===== src/hw/rtl/utf8_to_ascii_sanitizer_assert.svh =====
// Assertion macros for the UTF-8 to ASCII sanitizer.
// Needs clk_i and rst_ni in the scope of the including module.
`ifndef UTF8_TO_ASCII_SANITIZER_ASSERT_SVH
`define UTF8_TO_ASCII_SANITIZER_ASSERT_SVH
`ifndef SYNTH
// Hold prop at every rising clock edge outside reset.
`define U2A_ASSERT(lbl, prop) \
  lbl: assert property (@(posedge clk_i) disable iff (!rst_ni) prop) \
    else $error("u2a assertion failed");
// Flag cond whenever it is seen outside reset.
`define U2A_ASSERT_NEVER(lbl, cond) \
  lbl: assert property (@(posedge clk_i) disable iff (!rst_ni) !(cond)) \
    else $error("u2a forbidden condition seen");
`else
`define U2A_ASSERT(lbl, prop)
`define U2A_ASSERT_NEVER(lbl, cond)
`endif
`endif


===== src/hw/rtl/u2a_pkg.sv =====
// Shared types, constants and the code point folding function of the sanitizer.
// No dependencies.
`default_nettype none
package u2a_pkg;

  typedef struct packed {
    logic [7:0] in_byte;
    logic       end_of_text;
  } in_t;

  typedef struct packed {
    logic [6:0] out_char;
    logic       last_of_run;
  } out_t;

  // Kind of folded output: one character, "..." or "+/-".
  typedef enum logic [1:0] {
    TK_CHAR,
    TK_DOTS,
    TK_PM
  } tok_kind_e;

  typedef struct packed {
    tok_kind_e  kind;
    logic [6:0] ch;
  } tok_t;

  typedef struct packed {
    logic hit;
    tok_t tok;
  } map_t;

  localparam int unsigned CpW     = 21;
  localparam int unsigned QDepth  = 4;
  localparam int unsigned QIdxW   = $clog2(QDepth);
  localparam int unsigned QCntW   = $clog2(QDepth + 1);

  localparam logic [6:0] ChSpace  = 7'h20;
  localparam logic [6:0] ChHyphen = 7'h2D;
  localparam logic [6:0] ChQuote  = 7'h27;
  localparam logic [6:0] ChDquote = 7'h22;
  localparam logic [6:0] ChDot    = 7'h2E;
  localparam logic [6:0] ChPlus   = 7'h2B;
  localparam logic [6:0] ChSlash  = 7'h2F;

  localparam logic [CpW-1:0] MinCp2 = 21'h00080;
  localparam logic [CpW-1:0] MinCp3 = 21'h00800;
  localparam logic [CpW-1:0] MinCp4 = 21'h10000;

  // Fold one decoded code point to its ASCII token; hit low means drop.
  function automatic map_t map_cp(logic [CpW-1:0] cp);
    map_t m;
    m.hit      = 1'b1;
    m.tok.kind = TK_CHAR;
    m.tok.ch   = cp[6:0];
    if (cp >= 21'h20 && cp <= 21'h7E) begin
      m.hit = 1'b1;
    end else begin
      case (cp) inside
        21'h09, 21'h0A, 21'h0D, 21'hA0: m.tok.ch = ChSpace;
        21'h2013, 21'h2014, 21'hB7:     m.tok.ch = ChHyphen;
        21'h2018, 21'h2019:             m.tok.ch = ChQuote;
        21'h201C, 21'h201D:             m.tok.ch = ChDquote;
        21'h2026:                       m.tok.kind = TK_DOTS;
        21'hB1:                         m.tok.kind = TK_PM;
        default:                        m.hit = 1'b0;
      endcase
    end
    return m;
  endfunction

endpackage
`default_nettype wire


===== src/hw/rtl/u2a_decode.sv =====
// Front end: UTF-8 sequence decoder, validity checks and ASCII folding.
// Depends on u2a_pkg.
`default_nettype none
module u2a_decode (
  input  wire logic         clk_i,
  input  wire logic         rst_ni,
  input  wire logic         accept_i,
  input  wire u2a_pkg::in_t in_i,
  output logic              tok_valid_o,
  output u2a_pkg::tok_t     tok_o
);

  logic [u2a_pkg::CpW-1:0] partial_q, partial_d;
  logic [1:0]              expect_q, expect_d;
  logic [2:0]              len_q, len_d;

  logic [u2a_pkg::CpW-1:0] cp_cont;
  logic [1:0]              expect_dec;
  logic                    is_cont, fresh, ok;
  u2a_pkg::map_t           m_cont, m_byte, m_sel;
  logic [7:0]              b;

  assign b          = in_i.in_byte;
  assign is_cont    = (b[7:6] == 2'b10);
  assign cp_cont    = {partial_q[u2a_pkg::CpW-7:0], b[5:0]};
  assign expect_dec = expect_q - 2'd1;
  assign m_cont     = u2a_pkg::map_cp(cp_cont);
  assign m_byte     = u2a_pkg::map_cp({{(u2a_pkg::CpW-8){1'b0}}, b});

  always_comb begin
    ok = 1'b1;
    if (len_q == 3'd2 && cp_cont < u2a_pkg::MinCp2) ok = 1'b0;
    if (len_q == 3'd3 && cp_cont < u2a_pkg::MinCp3) ok = 1'b0;
    if (len_q == 3'd4 && cp_cont < u2a_pkg::MinCp4) ok = 1'b0;
  end

  always_comb begin
    partial_d = partial_q;
    expect_d  = expect_q;
    len_d     = len_q;
    fresh     = 1'b1;
    m_sel     = '0;
    if (expect_q != 2'd0) begin
      if (is_cont) begin
        fresh     = 1'b0;
        partial_d = cp_cont;
        expect_d  = expect_dec;
        if (expect_dec == 2'd0) begin
          partial_d = '0;
          len_d     = '0;
          if (ok) m_sel = m_cont;
        end
      end else begin
        // Drop the unfinished sequence and treat this byte as new.
        partial_d = '0;
        expect_d  = '0;
        len_d     = '0;
      end
    end
    if (fresh) begin
      if (!b[7]) begin
        m_sel = m_byte;
      end else if (b[7:5] == 3'b110) begin
        partial_d = {{(u2a_pkg::CpW-5){1'b0}}, b[4:0]};
        expect_d  = 2'd1;
        len_d     = 3'd2;
      end else if (b[7:4] == 4'b1110) begin
        partial_d = {{(u2a_pkg::CpW-4){1'b0}}, b[3:0]};
        expect_d  = 2'd2;
        len_d     = 3'd3;
      end else if (b[7:3] == 5'b11110) begin
        partial_d = {{(u2a_pkg::CpW-3){1'b0}}, b[2:0]};
        expect_d  = 2'd3;
        len_d     = 3'd4;
      end
    end
    if (in_i.end_of_text) begin
      partial_d = '0;
      expect_d  = '0;
      len_d     = '0;
    end
  end

  always_ff @(posedge clk_i or negedge rst_ni) begin
    if (!rst_ni) begin
      partial_q <= '0;
      expect_q  <= '0;
      len_q     <= '0;
    end else if (accept_i) begin
      partial_q <= partial_d;
      expect_q  <= expect_d;
      len_q     <= len_d;
    end
  end

  assign tok_valid_o = accept_i && m_sel.hit;
  assign tok_o       = m_sel.tok;

endmodule
`default_nettype wire


===== src/hw/rtl/u2a_fifo.sv =====
// Short token queue between the decoder and the expander.
// Depends on u2a_pkg.
`default_nettype none
module u2a_fifo (
  input  wire logic          clk_i,
  input  wire logic          rst_ni,
  input  wire logic          push_i,
  input  wire u2a_pkg::tok_t wdata_i,
  output logic               full_o,
  input  wire logic          pop_i,
  output logic               empty_o,
  output u2a_pkg::tok_t      rdata_o
);

  u2a_pkg::tok_t                mem_q [u2a_pkg::QDepth];
  logic [u2a_pkg::QIdxW-1:0]    wr_q, rd_q;
  logic [u2a_pkg::QCntW-1:0]    cnt_q;
  logic                         do_push, do_pop;

  assign full_o  = (cnt_q == u2a_pkg::QCntW'(u2a_pkg::QDepth));
  assign empty_o = (cnt_q == '0);
  assign do_push = push_i && !full_o;
  assign do_pop  = pop_i && !empty_o;
  assign rdata_o = mem_q[rd_q];

  always_ff @(posedge clk_i) begin
    if (do_push) mem_q[wr_q] <= wdata_i;
  end

  always_ff @(posedge clk_i or negedge rst_ni) begin
    if (!rst_ni) begin
      wr_q  <= '0;
      rd_q  <= '0;
      cnt_q <= '0;
    end else begin
      if (do_push) wr_q <= wr_q + 1'b1;
      if (do_pop)  rd_q <= rd_q + 1'b1;
      cnt_q <= cnt_q + u2a_pkg::QCntW'(do_push) - u2a_pkg::QCntW'(do_pop);
    end
  end

endmodule
`default_nettype wire


===== src/hw/rtl/u2a_expand.sv =====
// Back end: expands queued tokens into output characters, held in an output register.
// Depends on u2a_pkg and the assertion macro header.
`default_nettype none
`include "utf8_to_ascii_sanitizer_assert.svh"
module u2a_expand (
  input  wire logic          clk_i,
  input  wire logic          rst_ni,
  input  wire logic          q_empty_i,
  input  wire u2a_pkg::tok_t q_data_i,
  output logic               q_pop_o,
  output logic               empty_o,
  input  wire logic          pop_i,
  output u2a_pkg::out_t      out_o
);

  u2a_pkg::tok_t cur_q;
  logic [1:0]    idx_q;
  logic          vld_q;
  logic          last, take;

  assign last    = (cur_q.kind == u2a_pkg::TK_CHAR) || (idx_q == 2'd2);
  assign take    = !vld_q || (pop_i && last);
  assign q_pop_o = take && !q_empty_i;
  assign empty_o = !vld_q;

  always_comb begin
    out_o.last_of_run = last;
    unique case (cur_q.kind)
      u2a_pkg::TK_CHAR: out_o.out_char = cur_q.ch;
      u2a_pkg::TK_DOTS: out_o.out_char = u2a_pkg::ChDot;
      u2a_pkg::TK_PM: begin
        case (idx_q)
          2'd0:    out_o.out_char = u2a_pkg::ChPlus;
          2'd1:    out_o.out_char = u2a_pkg::ChSlash;
          default: out_o.out_char = u2a_pkg::ChHyphen;
        endcase
      end
      default: out_o.out_char = u2a_pkg::ChSpace;
    endcase
  end

  always_ff @(posedge clk_i) begin
    if (q_pop_o) cur_q <= q_data_i;
  end

  always_ff @(posedge clk_i or negedge rst_ni) begin
    if (!rst_ni) begin
      vld_q <= 1'b0;
      idx_q <= '0;
    end else if (take) begin
      vld_q <= !q_empty_i;
      idx_q <= '0;
    end else if (pop_i) begin
      idx_q <= idx_q + 2'd1;
    end
  end

  `U2A_ASSERT(a_hold_mid_run, vld_q && pop_i && !last |=> vld_q && $stable(cur_q))
  `U2A_ASSERT(a_printable, vld_q |-> out_o.out_char >= 7'h20 && out_o.out_char <= 7'h7E)
  `U2A_ASSERT_NEVER(a_single_idx, vld_q && cur_q.kind == u2a_pkg::TK_CHAR && idx_q != 2'd0)
  `U2A_ASSERT_NEVER(a_pop_while_busy, q_pop_o && vld_q && !(pop_i && last))

endmodule
`default_nettype wire


===== src/hw/rtl/utf8_to_ascii_sanitizer.sv =====
// UTF-8 to printable ASCII sanitizer, top level.
// Depends on u2a_pkg, u2a_decode, u2a_fifo and u2a_expand.
//
// Usage:
//   Input side is a queue write port: present in_data_i and raise push_i; the
//   byte transaction is taken at a clock edge where push_i is high and full
//   is low. One byte may be taken every cycle.
//   Output side is a queue read port: while empty is low, out_data_o holds
//   the oldest character; raise pop_i to take it. last_of_run marks the final
//   character produced by one input byte.
// Path: a byte that completes a code point shows its first character on the
//   output once its token has passed from the decoder through the token queue
//   into the output register.
// Throughput: one byte per cycle in while full is low; one character per cycle
//   out while pop_i is high. An ellipsis or plus-minus gives three characters;
//   the four-entry token queue soaks up these bursts; full means it is full.
// Stall: a receiver that holds pop_i low freezes the output register; the
//   queue then fills and full back-pressures the sender. Nothing is lost.
// Reset: rst_ni low clears decode state and empties the queue and the output
//   register; no clearing pass is needed, the block takes bytes straight after reset.
`default_nettype none
module utf8_to_ascii_sanitizer (
  input  wire logic          clk_i,
  input  wire logic          rst_ni,
  input  wire logic          push_i,
  output logic               full,
  input  wire u2a_pkg::in_t  in_data_i,
  output logic               empty,
  input  wire logic          pop_i,
  output u2a_pkg::out_t      out_data_o
);

  logic          accept;
  logic          tok_valid;
  u2a_pkg::tok_t tok;
  logic          q_full, q_empty, q_pop;
  u2a_pkg::tok_t q_data;

  // Hold the sender off whenever the token queue has no room.
  assign full   = q_full;
  assign accept = push_i && !q_full;

  u2a_decode u_decode (
    .clk_i       (clk_i),
    .rst_ni      (rst_ni),
    .accept_i    (accept),
    .in_i        (in_data_i),
    .tok_valid_o (tok_valid),
    .tok_o       (tok)
  );

  u2a_fifo u_fifo (
    .clk_i   (clk_i),
    .rst_ni  (rst_ni),
    .push_i  (tok_valid),
    .wdata_i (tok),
    .full_o  (q_full),
    .pop_i   (q_pop),
    .empty_o (q_empty),
    .rdata_o (q_data)
  );

  u2a_expand u_expand (
    .clk_i     (clk_i),
    .rst_ni    (rst_ni),
    .q_empty_i (q_empty),
    .q_data_i  (q_data),
    .q_pop_o   (q_pop),
    .empty_o   (empty),
    .pop_i     (pop_i),
    .out_o     (out_data_o)
  );

endmodule
`default_nettype wire


===== config.mk =====
export PLATFORM = sky130hd
export DESIGN_NAME = utf8_to_ascii_sanitizer
export DESIGN_NICKNAME = d
export VERILOG_FILES = /design/src/hw/rtl/u2a_pkg.sv /design/src/hw/rtl/u2a_decode.sv /design/src/hw/rtl/u2a_fifo.sv /design/src/hw/rtl/u2a_expand.sv /design/src/hw/rtl/utf8_to_ascii_sanitizer.sv
export VERILOG_INCLUDE_DIRS = /design/src /design/src/hw/rtl
export SDC_FILE = /design/constraint.sdc
export NUM_CORES = 1
export LEC_CHECK = 0
export BUFFER_PORTS_ARGS = -buffer_cell sky130_fd_sc_hd__buf_2
export CAP_MARGIN = 10
export CORE_MARGIN = 3
export CORE_UTILIZATION = 60
export CTS_CLUSTER_SIZE = 24
export DETAILED_ROUTE_END_ITERATION = 7
export PLACE_DENSITY = 0.77
export SLEW_MARGIN = 15
export SYNTH_ARGS = -nofsm -noshare
export SYNTH_HDL_FRONTEND = slang
export SYNTH_HIERARCHICAL = 1
export SYNTH_SLANG_ARGS = --single-unit

===== constraint.sdc =====
create_clock -name clk_i -period 6.1 [get_ports clk_i]
set_input_delay 0.915 -clock clk_i [delete_from_list [all_inputs] [get_ports clk_i]]
set_output_delay 0.915 -clock clk_i [all_outputs]
set_load 0.03 [all_outputs]

==> results.yml, run 1 <==
status:
  status: "completed"
route:
  drtPass1Iterations: 5
  num_vias: 2797
  routed_wl_um: 8080
  vias_per_cell: 6.505
  post_drt_wl_per_cell_um: 18.79
  drc: 0
  drt_iter0_drc: 141
  postRouteAntennaNets: 0
yosys:
  synth-compound-area-share: 0.1538
  seq_area_frac_synth: 0.5305
  synth_cell_types: 62
  synth_top_family_by_area: "simple AND/OR/NAND/NOR gates"
  avgSynthCellArea_um2: 11.83
  ys_async_sr_fraction: 0.4000
  synth-adder-area-share: 0.05242
  syn_area_um2: 3963
  synthCells: 335
  syn_nets: 364
  yosysWarnings: 6
  synth_seq_cells: 75
  synth_edf_count: 45
  synth-simple-area-share: 0.1610
  synth.area.mux_share: 0.05115
  ys.flop_type: "edfxtp_1"
  synth-xor-area-share: 0.008841
worst_hold_path:
  hold_class: "reg -> reg"
  whs_path_depth: 1
sta:
  setup_viol: 0
  period_share: 0.6666
  clock_skew_ps: 12.64
  rsz0062_at_grt: "no"
  min_period_ps: 4066
  slew_headroom: 0.3285
  hold_slack_ps: 503.0
  hold_viol_final: 0
  fmax_ghz: 0.2459
  worstMarginPinSlew_ps: 1000
  slew_viol_final: 0
  setup_tns_ps: 0
floorplanning:
  ios: 23
  die_w_um: 87.27
  placementRows: 28
  core_area_um2: 6166
  start_util: 0.6427
  die_area_um2: 7615
  die_h_um: 87.27
cells_and_area:
  layout-drive-gt1-share: 0.1606
  final_common_cell: "edfxtp_1"
  synthToLayoutAreaGrowth_pct: 8.715
  finalNetCount: 379
  fin_area_um2: 4308
  ff_latch_area_um2: 2102
  layout_common_cells: "edfxtp_1, dfrtp_1, nor2_1, inv_1, buf_2"
  fillers: 442
  stdcell_count: 430
  multi_input_area_um2: 1693
  diodes: 0
clock_network:
  cts.reportedPaths.clkPinSlew_ps: 80
  clk_latency_ps: 350
  cts_num_sinks: 75
  cts_tree: "built"
  cts-resized-gates: 0
  cts_buffers: 9
  cts_hold_buffers: 0
  cts_setup_buffers: 0
  clockBufferDepth: 2
  htree_levels: 3
  root_buffer: "clkbuf_8"
global_route:
  grt_overflow: 0
  grt_pass1_wl_um: 13030
  grt_max_degree: 31
  first_global_vias: 2749
  antenna_found_initial: 0
  grt_usage: 0.2274
job:
  drv_cap: 0
critical_path:
  worstSetupPathType: "in -> reg"
  critPathCaptureType: "register"
  path_max_fanout: 20
  required_ps: 6380
  r2r_cells: 13
  cp.arrival_ps: 4350
  cp-start-kind: "input port"
placement:
  io_buffers: 22
  dp_hpwl_um: 5622
  placed_cells: 414
  placed_area_um2: 4085
  gp_congestion: 0.9083
pwr:
  irDropWorstVdd_v: 0.0003215
  power_density_nw_per_um2: 394.2
  leakage_nw: 1.695
  p_total_mw: 1.698
-- synth_stat cells (all sizes together), types with 2 or more instances --
cell      n  share of area
dfrtp    30           0.19
nor3      6         0.0076
nor2     25          0.024
o211ai    6          0.011
clkbuf   14          0.013
nor2b     5         0.0098
and2      5         0.0079
inv      23          0.022
o21ai    13          0.016
a32oi     3         0.0066
buf       4         0.0073
nor4      4         0.0063
a21oi    19          0.024
or3       2         0.0032
nand3b    2         0.0038
and3b     4         0.0088
or2       2         0.0038
nor3b     6          0.014
o22ai     5         0.0079
o31ai     3         0.0057
o2bb2ai   2         0.0044
mux4      9          0.051
o311ai    2         0.0044
edfxtp   45           0.34
a31oi     3         0.0047
a32o      2         0.0051
nor4b     3         0.0066
nand4     5         0.0079
xnor2     4         0.0088
nand3     5         0.0063
nand4bb   3         0.0085
a21o      3         0.0057
nand2b   10          0.016
ha       15          0.047
o21bai    2         0.0038
a211o     2         0.0047
a22o     14          0.032
nand2     9         0.0085
-- stage by stage --
stage	setup WS, ps	util
finish	2034	0.6987
global route	1750	0.6987
detailed placement	1664	0.6625
global placement	1749	0.6625
floorplan	2172	-
CTS	2047	0.6987
-- layout make-up --
type / instances / area share
Timing Repair Buffer: 22 / 0.02556
Clock buffer: 9 / 0.02875
Inverter: 23 / 0.02004
Sequential cell: 75 / 0.4879
Clock inverter: 7 / 0.02295
Multi-Input combinational cell: 219 / 0.3930
Tap cell: 75 / 0.02178
-- state kept, by name, summed over array words and instances (netlist names) --
register,count
u_expand/vld_q,1
u_fifo/rd_q,2
u_decode/len_q,3
u_expand/cur_q,9
u_fifo/wr_q,2
u_fifo/cnt_q,3
u_fifo/mem_q,36
u_decode/partial_q,15
u_expand/idx_q,2
u_decode/expect_q,2
-- layer usage --
layer	vias to the layer above	share of wire	GRT usage
met3	24	0.056	0.04447
met5	-	0	0
li1	1303	-	-
met2	95	0.50	0.3966
met1	1375	0.41	0.2643
met4	0	0.028	0.1172
-- critical path, cell delays in order --
cell      delay, ps
buf_2           210
or4_4           570
or3_1           370
or2_4           260
o211ai_1        140
o21bai_1        110
a21oi_1         450
nand2b_1        130
ha_1            300
inv_1            40
ha_1            180
fa_1            370
xnor2_1         180
xnor2_1         130
-- power breakdown --
part / internal, mW / leakage (nW) / switching [mW]
registers: 0.647 / 0.803 / 0.110
clock network: 0.233 / 0.110 / 0.192
logic: 0.229 / 0.781 / 0.287
total: 1.11 / 1.69 / 0.589
-- cells by family (layout without fill, tap and decap cells) --
group	after synthesis	count (layout)
simple gates	104	104
buf+inv	41	61
xor+xnor	4	4
compound gates	86	86
fa+ha+maj	16	16
flops	75	75
mux	9	9
-- worst paths after layout --
| check | slack (ps) | start | to |
|---|---|---|---|
| worst max-delay path | 2030 | in_data_i[6] | u_fifo/cnt_q[2]$_DFF_PN0_ |
| worst min-delay path | 500 | u_decode/partial_q[11]$_DFFE_PN0P_ | u_decode/partial_q[11]$_DFFE_PN0P_ |
| worst max register to register | 2390 | u_decode/partial_q[8]$_DFFE_PN0P_ | u_fifo/cnt_q[2]$_DFF_PN0_ |
| worst min register to register | 500 | u_decode/partial_q[11]$_DFFE_PN0P_ | u_decode/partial_q[11]$_DFFE_PN0P_ |
| max in group asynchronous | 5070 | rst_ni | u_decode/partial_q[9]$_DFFE_PN0P_ |
| min in group asynchronous | 580 | rst_ni | u_decode/expect_q[0]$_DFFE_PN0P_ |
Power figures use the tool's default switching activity.
==> run 2: changes to the inputs <==
==> constraint.sdc (replaced) <==
create_clock -name clk_i -period 3.8 [get_ports clk_i]
set_input_delay 0.57 -clock clk_i [delete_from_list [all_inputs] [get_ports clk_i]]
set_output_delay 0.57 -clock clk_i [all_outputs]
set_load 0.03 [all_outputs]
==> run 2 against run 1 <==
  * Routed wire length fell by 0.64%
  * Non-clock buffer count is 9 higher
  * Final area is 1.0% higher
  * Global-route usage up 0.36 points
  * Highest routed layer unchanged
  * Largest power group unchanged
  * Combinational power is 68% higher
==> results.yml, run 2 (same netlist as run 1, synthesis figures left out) <==
pwr:
  clkPwrFrac: 0.227
  combPwrFrac: 0.323
  p_seq_frac: 0.451
  p_int_mw: 1.734
  irDropWorstVdd_v: 0.0004412
  p_switching_mw: 0.9474
  leakage_nw: 1.723
  swShare: 0.3533
  power_density_nw_per_um2: 616.2
clock_network:
  root_buffer: "clkbuf_8"
  htree_levels: 3
  cts_setup_buffers: 0
  cts_num_sinks: 75
  cts_hold_buffers: 0
  cts_buffers: 9
  cts_tree: "built"
  clockBufferDepth: 2
  clk_latency_ps: 350
  cts.reportedPaths.clkPinSlew_ps: 80
  cts-resized-gates: 0
route:
  drtPass1Iterations: 4
  post_drt_wl_per_cell_um: 18.29
  num_vias: 2815
  postRouteAntennaNets: 0
  vias_per_cell: 6.412
  drt_iter0_drc: 206
  routed_wl_um: 8028
  drc: 0
cells_and_area:
  final_common_cell: "edfxtp_1"
  synthToLayoutAreaGrowth_pct: 9.820
  layout-drive-gt1-share: 0.1786
  largest_reg_flops: 36
  finalNetCount: 388
  diodes: 0
  largest-register: "u_fifo/mem_q"
  top_regs: "u_fifo/mem_q x36, u_decode/partial_q x15, u_expand/cur_q x9"
  final_util: 0.7058
  fillers: 477
  layout_common_cells: "edfxtp_1, dfrtp_1, nor2_1, inv_1, buf_2"
sta:
  setup_viol: 0
  setup_ws_ps: 311.4
  rsz0062_at_grt: "no"
  setup_tns_ps: 0
  worstMarginPinSlew_ps: 811.4
  clock_skew_ps: 8.953
  period_share: 0.9181
  hold_slack_ps: 246.6
  hold_viol_final: 0
  slew_headroom: 0.4522
  slew_viol_final: 0
  fmax_ghz: 0.2866
  min_period_ps: 3489
critical_path:
  required_ps: 4070
  worstSetupPathType: "reg -> reg"
  critPathMaxStageDelay_ps: 730
  path_cells: "nor4_1, inv_1, o311ai_0, a41o_1, o21bai_1, a21oi_1, nand2b_1, ha_1, inv_1, ha_1, fa_1, xnor2_1, xnor2_1"
  critPathCaptureType: "register"
  path_max_fanout: 5
  crit_slowest_cell: "o311ai_0"
  cp-start-kind: "register"
  cp.arrival_ps: 3760
placement:
  io_buffers: 22
  pre_cts_slack_ps: 109.7
  dp_hpwl_um: 5765
  gp_congestion: 0.9661
global_route:
  grt_usage: 0.2311
  grt_overflow: 0
  first_global_vias: 2746
  antenna_found_initial: 0
  grt_max_degree: 31
  grt_pass1_wl_um: 13400
floorplanning:
  start_util: 0.6427
  placementRows: 28
  die_area_um2: 7615
  die_h_um: 87.27
  ios: 23
  die_w_um: 87.27
  core_area_um2: 6166
worst_hold_path:
  hold_class: "in -> async"
job:
  drv_cap: 0
status:
  status: "completed"
-- run 2: cell count changes in the layout (fill, tap and decap cells not counted) --
| cell | previous run | this run |
|---|---|---|
| clkinvlp_4 | 1 | 2 |
| buf_4 | 0 | 9 |
| o21ai_0 | 12 | 13 |
| o21ai_1 | 1 | 0 |
| clkinv_1 | 0 | 1 |
| clkinv_2 | 1 | 0 |
| bufinv_16 | 2 | 1 |
-- run 2: worst max-delay path, delay by kind of cell (launching register included) --
kind,cells,cell delay [ps]
buffers and inverters,2,110
AOI/OAI and AO/OA,4,1270
xor gates and xnor gates,2,340
DFF,1,390
adders and majority gates,3,680
and+or+nand+nor,2,630
-- run 2: layer usage --
metal | share of wire | up-vias | global-route usage | wire length (um)
met5 | 0 | - | 0 | 0
met1 | 0.41 | 1389 | 0.2884 | 3330
met2 | 0.52 | 97 | 0.3959 | 4171
met3 | 0.048 | 16 | 0.03500 | 386
li1 | - | 1313 | - | -
met4 | 0.017 | 0 | 0.1046 | 140
-- run 2: path summary, 6_finish.rpt --
path	startpoint	slack [ps]	cells past startpoint	endpoint
min in group clk_i	in_data_i[0]	460	2	u_decode/len_q[0]$_DFFE_PN0P_
setup reg to reg	u_decode/partial_q[14]$_DFFE_PN0P_	310	13	u_fifo/cnt_q[2]$_DFF_PN0_
setup / recovery	u_decode/partial_q[14]$_DFFE_PN0P_	310	13	u_fifo/cnt_q[2]$_DFF_PN0_
max in group asynchronous	rst_ni	3110	1	u_decode/partial_q[1]$_DFFE_PN0P_
hold reg to reg	u_decode/partial_q[12]$_DFFE_PN0P_	500	1	u_decode/partial_q[12]$_DFFE_PN0P_
hold / removal	rst_ni	250	1	u_decode/expect_q[0]$_DFFE_PN0P_
-- run 2: through the flow --
stage,power [mW],instance area [um^2],instances
detailed placement,2.093,4153,423
CTS,2.702,4352,439
floorplan,1.873,3963,335
finish,2.681,4352,439
global placement,2.055,4153,423
global route,2.860,4352,439
-- run 2: cell type report --
class / instances / area [um^2] / area share
Sequential cell: 75 / 2102 / 0.4830
Timing Repair Buffer: 31 / 177.7 / 0.04083
Clock inverter: 7 / 75.07 / 0.01725
Multi-Input combinational cell: 219 / 1693 / 0.3890
Clock buffer: 9 / 123.9 / 0.02846
Inverter: 23 / 86.33 / 0.01984
Tap cell: 75 / 93.84 / 0.02156
-- run 2: power by group through the flow --
stage	logic [mW]	clock network (mW)	registers (mW)
floorplan	0.733	0	1.14
global placement	0.839	0	1.22
detailed placement	0.864	0	1.23
CTS	0.869	0.623	1.21
global route	0.965	0.657	1.24
finish	0.865	0.608	1.21
